--- config.mk ---
export PLATFORM = sky130hd
export DESIGN_NAME = pba_ram
export DESIGN_NICKNAME = d
export VERILOG_FILES = /design/src/hdl/pba_ram.sv
export SDC_FILE = /design/constraint.sdc
export NUM_CORES = 2
export LEC_CHECK = 0
export BUFFER_PORTS_ARGS = -buffer_cell sky130_fd_sc_hd__buf_4
export CORE_ASPECT_RATIO = 0.75
export CORE_UTILIZATION = 25
export CTS_CLUSTER_SIZE = 8
export DETAILED_ROUTE_END_ITERATION = 6
export SKIP_LAST_GASP = 1
export SYNTH_ARGS = -nofsm -noshare
export SYNTH_HDL_FRONTEND = slang
export SYNTH_SLANG_ARGS = --single-unit
--- constraint.sdc ---
create_clock -name clk_i -period 4.25 [get_ports clk_i]
set_input_delay 0.85 -clock clk_i [delete_from_list [all_inputs] [get_ports clk_i]]
set_output_delay 0.85 -clock clk_i [all_outputs]
set_load 0.05 [all_outputs]
--- src/hdl/pba_ram.sv ---
// Generic single-write, single-read synchronous RAM with registered read data.
// No dependencies.
module pba_ram #(
  parameter int unsigned WIDTH = 32,
  parameter int unsigned DEPTH = 128,
  localparam int unsigned AW = (DEPTH > 1) ? $clog2(DEPTH) : 1
) (
  input  logic             clk_i,
  input  logic             we_i,
  input  logic [AW-1:0]    waddr_i,
  input  logic [WIDTH-1:0] wdata_i,
  input  logic             re_i,
  input  logic [AW-1:0]    raddr_i,
  output logic [WIDTH-1:0] rdata_o
);

  logic [WIDTH-1:0] mem_q [DEPTH];
  logic [WIDTH-1:0] rdata_q;

  always_ff @(posedge clk_i) begin
    if (we_i) begin
      mem_q[waddr_i] <= wdata_i;
    end
    if (re_i) begin
      rdata_q <= mem_q[raddr_i];
    end
  end

  assign rdata_o = rdata_q;

endmodule

==> results.json <==
{
  "synthCells": 5990,
  "critical_path_arrival_ns": 4.08,
  "hp-class": "in -> reg",
  "min_period_over_period": 0.802,
  "synth_most_common_cell": "edfxtp_1",
  "core-area_um2": 623000,
  "synth_cell_types": 16,
  "fin_tns_setup_ns": 0,
  "remaining_drc_errors": 0,
  "slew_headroom": 0.0792,
  "initial_core_util": 0.251,
  "end_kind": "register",
  "drt-wirelength-per-cell_um": 28.9,
  "cellPowerDensity_nw_per_um2": 483,
  "htree_levels": 6,
  "num_rows": 251,
  "final_area_um2": 189000,
  "synthArstFlopShare": 0,
  "ctsResizeCount": 0,
  "cts_tree": "yes",
  "r2r_cells": 4,
  "drv_slew": 0,
  "dpl_cell_area_um2": 173000,
  "r2r_slack_ns": 1.31,
  "vias": 73400,
  "drtAntennaViolNets": 0,
  "wl_um": 440000,
  "synthTopCellsByArea": "edfxtp_1 79%, mux4_2 19%, clkbuf_1 0.44%",
  "synth_edf_count": 4128,
  "yosysTopAreaCell": "edfxtp_1",
  "root_buffer": "clkbuf_16",
  "reg2reg_from": "mem_q[55][23]",
  "synth_warnings": 0,
  "status": "finished clean",
  "final_nets": 6808,
  "max_cap_viol_count": 0,
  "ys_seq_area_frac": 0.792,
  "postCtsSetupBuffers": 0,
  "synth.top_cell.area_share": 0.792,
  "die_w_um": 916,
  "synth_area_um2": 157000,
  "dieArea_um2": 630000,
  "start_kind": "input port",
  "io_buffers": 80,
  "firstDrtPassIters": 5,
  "grt.overflow.total": 0,
  "layout-drive-gt1-share": 0.388,
  "clock_sinks": 4128,
  "synth-seq-cells": 4128,
  "period_needed_ns": 3.41,
  "critPathMaxStageDelay_ns": 0.75,
  "crit_required_ns": 4.92,
  "crit_path_max_fanout": 27,
  "clockBufferDepth": 4,
  "worstMarginPinSlew_ns": 1.38,
  "setup_violations": 0,
  "grt_use_total": 0.136,
  "rsz0062_at_grt": "false",
  "layout_setup_ws_ns": 0.841,
  "viasPerCell": 4.82,
  "worstSetupPathType": "in -> reg",
  "critPathCapture": "rdata_o[23]",
  "cpMostUsedCell": "mux4_2",
  "ir_drop_mv": 0.367,
  "dp_hpwl_um": 255000,
  "clock_skew_ns": 0.0435,
  "grt_pass1_wl_um": 603000,
  "grt_pass1_vias": 73800,
  "drt-initial-drc-count": 10800,
  "cp-startpoint": "raddr_i[2]",
  "leakagePower_nw": 56.8,
  "place.gp.congestion": 0.779,
  "synth_nets": 6039,
  "reg2reg_to": "rdata_o[23]",
  "antenna_found_initial": 80,
  "crit_chain": "buf_8 > buf_12 > buf_4 > mux4_2 > mux4_2 > mux4_2 > mux2_2",
  "synth_common_cells": "4128 x edfxtp_1, 1344 x mux4_2, 182 x clkbuf_1",
  "path_clk_slew_ns": 0.05,
  "syn_to_final_growth_pct": 20.5,
  "grt_max_degree": 113,
  "ctsHoldBuffers": 0,
  "crit_slowest_cell": "mux4_2",
  "clk_latency_ns": 0.94,
  "pre_cts_ws_ns": -0.0672,
  "avgSynthCellArea_um2": 26.1,
  "cts_inserted_buffers": 591,
  "fmax_ghz": 0.293,
  "io_pins": 81,
  "fp.dieH_um": 687,
  "synthFlopType": "edfxtp_1",
  "fin_util": 0.303,
  "hold_violations": 0
}
-- metal layers --
| metal | global-route usage | vias up | routed length [µm] |
|---|---|---|---|
| met1 | 0.194 | 40500 | 180000 |
| met4 | 0.0320 | 44 | 9180 |
| met2 | 0.199 | 4370 | 193000 |
| met3 | 0.0469 | 596 | 56500 |
| met5 | 0 | - | 301 |
| li1 | - | 27900 | - |
-- state kept, by name, summed over array words and instances, names as in the netlist --
signal and flops:
rdata_o 32, mem_q 4096
-- where the power goes --
part	switching (mW)	internal, mW	total (mW)
logic	3.01	1.80	4.81
registers	0.125	45.1	45.3
clock network	16.1	25.0	41.1
-- area by class of cell --
cell class	count	area, µm²
multi-input combinational	1546	32300
fill	58500	435000
sequential	4128	124000
clock inverter	41	552
antenna	60	150
clock buffer	607	15100
tap	8349	10400
timing repair buffer	492	6180
-- cell usage in the layout, fill, tap and decap left out, drive strengths merged --
master and n:
nand2b 2, clkbuf 607, nor2 122, clkinvlp 1, nor3 9, inv 22
mux4 1344, clkinv 17, buf 492, nand2 14, nand4 3, or3 1
nand3 12, edfxtp 4128, mux2 32, nor2b 7, bufinv 1, diode 60
-- worst max-delay path: cells and delay by family --
kind                   cells  cell delay [ns]
buffers and inverters      3             0.94
muxes                      4             2.22
-- worst min path at each step --
| stage | end | start | slack (ns) | cells after the start |
|---|---|---|---|---|
| 5_1_grt | mem_q[83][28] | wdata_i[28] | 0.29 | 1 |
| 3_3_place_gp | rdata_o[11] | mem_q[74][11] | 1.19 | 4 |
| 4_1_cts | mem_q[83][28] | wdata_i[28] | 0.25 | 1 |
| 6_report | mem_q[83][28] | wdata_i[28] | 0.33 | 1 |
| 2_1_floorplan | mem_q[0][0] | wdata_i[0] | 0.95 | 0 |
| 3_5_place_dp | rdata_o[13] | mem_q[14][13] | 1.19 | 4 |
-- per-stage QoR --
step,cells,hold slack (ns),power (mW)
6_report,15200,0.327,91.2
3_5_place_dp,14500,1.19,50.8
5_1_grt,15200,0.289,93.6
2_1_floorplan,5990,0.949,48.2
4_1_cts,15200,0.255,91.8
3_3_place_gp,14500,1.19,50.7
-- cells by family (layout without fill, tap and decap cells) --
logic type,count (synthesis),after routing,synth area share
buffers and inverters,316,1140,0.00837
other,0,60,0
and+or+nand+nor,170,170,0.00445
DFF,4128,4128,0.792
muxes,1376,1376,0.196
Power figures use the tool's default switching activity.
